**src/hdl/srr_ram.sv**
```systemverilog
// ----------------------------------------------------------------------------
// srr_ram
// Generic single-write, single-read synchronous RAM with registered read.
// ----------------------------------------------------------------------------
module srr_ram #(
	parameter int WIDTH = 8,
	parameter int DEPTH = 64
) (
	input  logic                     clk,
	input  logic                     we,
	input  logic [$clog2(DEPTH)-1:0] waddr,
	input  logic [WIDTH-1:0]         wdata,
	input  logic [$clog2(DEPTH)-1:0] raddr,
	output logic [WIDTH-1:0]         rdata
);

	logic [WIDTH-1:0] mem [DEPTH];

	always_ff @(posedge clk) begin
		if (we) begin
			mem[waddr] <= wdata;
		end
		rdata <= mem[raddr];
	end

endmodule

```
**config.mk**
```make
export PLATFORM = sky130hd
export DESIGN_NAME = srr_ram
export DESIGN_NICKNAME = d
export VERILOG_FILES = /design/src/hdl/srr_ram.sv
export SDC_FILE = /design/constraint.sdc
export NUM_CORES = 1
export LEC_CHECK = 0
export ABC_AREA = 1
export BUFFER_PORTS_ARGS = -buffer_cell sky130_fd_sc_hd__buf_4
export CAP_MARGIN = 40
export CORE_MARGIN = 2
export CORE_UTILIZATION = 50
export DETAILED_ROUTE_END_ITERATION = 12
export PLACE_DENSITY_LB_ADDON = 0.2
export SYNTH_ARGS = -nofsm -noshare
export SYNTH_HDL_FRONTEND = slang
export SYNTH_SLANG_ARGS = --single-unit
export TNS_END_PERCENT = 20
```
**constraint.sdc**
```tcl
create_clock -name clk -period 6.4 [get_ports clk]
set_input_delay 1.28 -clock clk [delete_from_list [all_inputs] [get_ports clk]]
set_output_delay 1.28 -clock clk [all_outputs]
set_load 0.005 [all_outputs]
```
Yosys cells after proc, flatten, opt, wreduce, memory -nomap -nowiden
Memory sizes are Yosys's and may differ from the RTL's. A register that Yosys moved wholly into a read port is not among the register bits.
Index checks and enable logic that the tools add are counted.
W data, S select, Z words.
{"block": "classes", "muxes": 2}
{"operator": "$mux W1", "n": 2}
{"block": "word_totals", "ram_bits": 512, "output_inout_bits": 8, "n_memories": 1, "in_bits": 22, "ff_bits": 0, "elab_cells": 3}
{"name": "mem", "words": 64, "width": 8, "rd": 1, "rd_clocked_by_memory_dff": 1, "write_ports": 1, "line_no": "17", "rtl": "logic [WIDTH-1:0] mem [DEPTH];"}

Depth between registers and ports, before layout
{"block": "logic_depth", "word_depth": 2, "ltp_mapped": 12, "ltp_nobuf": 9}

Worst setup path before layout
OpenSTA, ideal clock, no wires.
{"block": "synth_timing", "kind": "in2reg", "start": "input port we", "end": "memory mem[48][0], enable pin", "arrival_ns": 2.651, "setup_time_ns": 0.395, "setup_slack_ns": 3.354, "n_path_buf": 1, "required_time_ns": 6.005, "stages": 3, "cell_sequence": "clkbuf_1 > nand4_1 > nor4_1"}
{"block": "synth_between", "elab_chain_len": 2}
{"element": "start: declaration", "line_no": "10", "rtl": "input logic we,"}
{"element": "$mux W1", "line_no": "20", "rtl": "if (we) begin"}
{"element": "$mux W1 (implied by the code)", "line_no": "21", "rtl": "mem[waddr] <= wdata;"}
{"element": "end: declaration", "line_no": "17"}
No other way between the ends.

==> reports/qor.yml <==
outcome:
  outcome: "finished, final reports clean"
cells_and_area:
  final_core_util: 0.557
  stdcell_area_um2: 23400
  fin_cells: 2381
  syn_to_final_growth_pct: 9.69
  fin_nets: 1819
  layout_commonest_cell: "nand2_1"
  layout_common_cells: "nand2_1 (648), edfxtp_1 (512), nand3_1 (439)"
  layout-drive-gt1-share: 0.0684
route:
  wire_per_inst_um: 22.0
  finalWirelength_mm: 52.3
  drc: 0
  drt_first_pass_iters: 6
  viasPerCell: 5.71
  via_count: 13604
  ant_nets: 0
  drtIter0Drc: 1504
hold_path:
  hold_path_class: "reg -> reg"
  hold_depth: 8
  holdCritStartpoint: "mem[33][3]"
pwr:
  cellPowerDensity_nw_per_um2: 313
  ir_worst_vdd_mv: 0.299
  power_uw: 7330
  p_leak_uw: 0.00838
synth:
  syn_nets: 1827
  synth_area_per_cell_um2: 11.8
  synth_area_um2: 21300
  synth_top_family_by_area: "simple AND/OR/NAND/NOR gates"
  netlist_top_cells_area: "edfxtp_1 (72%), nand2_1 (11%), nand3_1 (10%)"
  yosys.area_share.xor_xnor: 0
  synth-compound-area-share: 0
  yosysUniqueCellTypes: 16
  synth_seq_cells: 520
  yosys.area_share.adder: 0
  yosysWarnings: 0
  syn_inst: 1805
  yosysTopAreaCell: "edfxtp_1"
  yosysTopAreaCellShare: 0.720
  muxShareOfSynthArea: 0
  synthSimpleGateAreaFrac: 0.232
  ys_seq_area_frac: 0.728
setup_path:
  startpoint: "raddr[0]"
  end_kind: "flop"
  crit_required_ns: 6.94
  reg2regPathDepth: 8
  arrival_ns: 4.20
  worstPathMaxFanout: 126
  critical_path.startpoint_type: "input port"
  r2r_slack_ns: 4.88
  critPathKind: "in -> reg"
  reg2reg_from: "mem[25][5]"
clock_tree:
  numCtsBuffers: 53
  cts_max_path_buffers: 3
  cts_resized: 0
  clock_latency_ns: 0.62
  root_buffer: "clkbuf_16"
  cts_setup_buffers: 0
  clk_pin_slew_ns: 0.07
  clock-sinks: 520
  cts_max_level: 2
  holdBufCountCts: 0
  cts_tree: "built"
sta:
  hold_violations: 0
  finalClockSkew_ns: 0.0264
  setup_tns_ns: 0
  setup_viol: 0
  period_minus_slack_ns: 3.65
  tightestPinTransition_ns: 0.944
  final-max-slew-violation-count: 0
  post-route-period-util: 0.570
  max_freq_mhz: 274
  rsz0062_at_grt: "no"
  max-slew-margin-rel: 0.368
floorplanning:
  dieWidth_um: 211
  io_pins: 30
  core_um2: 42000
  start_util: 0.508
  row_count: 75
  dieHeight_um: 211
  dieArea_um2: 44300
grt:
  grt_antenna_before_repair: 0
  grt_first_pass_wirelength_mm: 79.8
  grt_use_total: 0.240
  grt_overflow: 0
  grt_pass1_vias: 13306
  grt_max_degree: 127
placement:
  globalplace.congestion: 0.862
  post-place-cells: 2281
  io_buffers: 29
  placed_area_um2: 21700
  dp_hpwl_mm: 28.5
flow_run:
  drv_cap: 0
critical path, cell delays in order:
cell and delay [ns]:
clkbuf_8 0.37, inv_8 0.50, buf_16 0.47, buf_4 0.48, nand2_1 0.11, nand3_1 0.10, nand3_1 0.16, nand2_1 0.10
nand2_1 0.05, nand3_1 0.22, nand3_1 0.10, nand2_1 0.07
layer usage:
metal / global-route usage / wire [um]
met5: 0 / 0
met3: 0.0390 / 3890
met2: 0.386 / 24700
met4: 0.0760 / 1300
met1: 0.339 / 22400
through the flow:
step | setup slack [ns] | hold WS, ns
after floorplan | 3.35 | 0.722
after global placement | 2.18 | 0.783
after detailed placement | 2.21 | 0.792
after CTS | 2.85 | 0.798
after global routing | 2.60 | 0.880
final | 2.75 | 0.787
final timing paths:
path | end
hold reg to reg | rdata[3]
hold / removal | rdata[3]
setup / recovery | rdata[7]
setup reg to reg | rdata[5]
cell usage after synthesis:
| master | number |
|---|---|
| nand3_1 | 439 |
| inv_2 | 1 |
| nor2_1 | 56 |
| nand2_1 | 648 |
| buf_4 | 14 |
| inv_1 | 10 |
| buf_8 | 2 |
| nand4_1 | 9 |
| dfxtp_1 | 8 |
| clkbuf_1 | 15 |
| edfxtp_1 | 512 |
| buf_6 | 35 |
| inv_6 | 1 |
| nor4_1 | 8 |
| buf_2 | 37 |
| buf_1 | 10 |
logic make-up after synthesis:
logic type	count (synthesis)
buffers and inverters	125
AND/OR/NAND/NOR	1160
flip-flops	520
layout make-up:
type	instances	area (um^2)
antenna	1	2.50
clock buffer	77	1470
clock inverter	22	279
fill	3495	18600
inverter	12	55.1
multi-input combinational	1160	4950
sequential	520	15500
tap	539	674
timing repair buffer	50	447
state kept, by name (all words and copies together), names as in the netlist:
signal and cells:
mem 512, rdata 8
where the power goes:
group          internal (uW)  switching (uW)
Sequential              3770            11.8
Combinational            107             320
Clock                   1840            1280
Note: power is estimated with default switching activity, not from simulation.
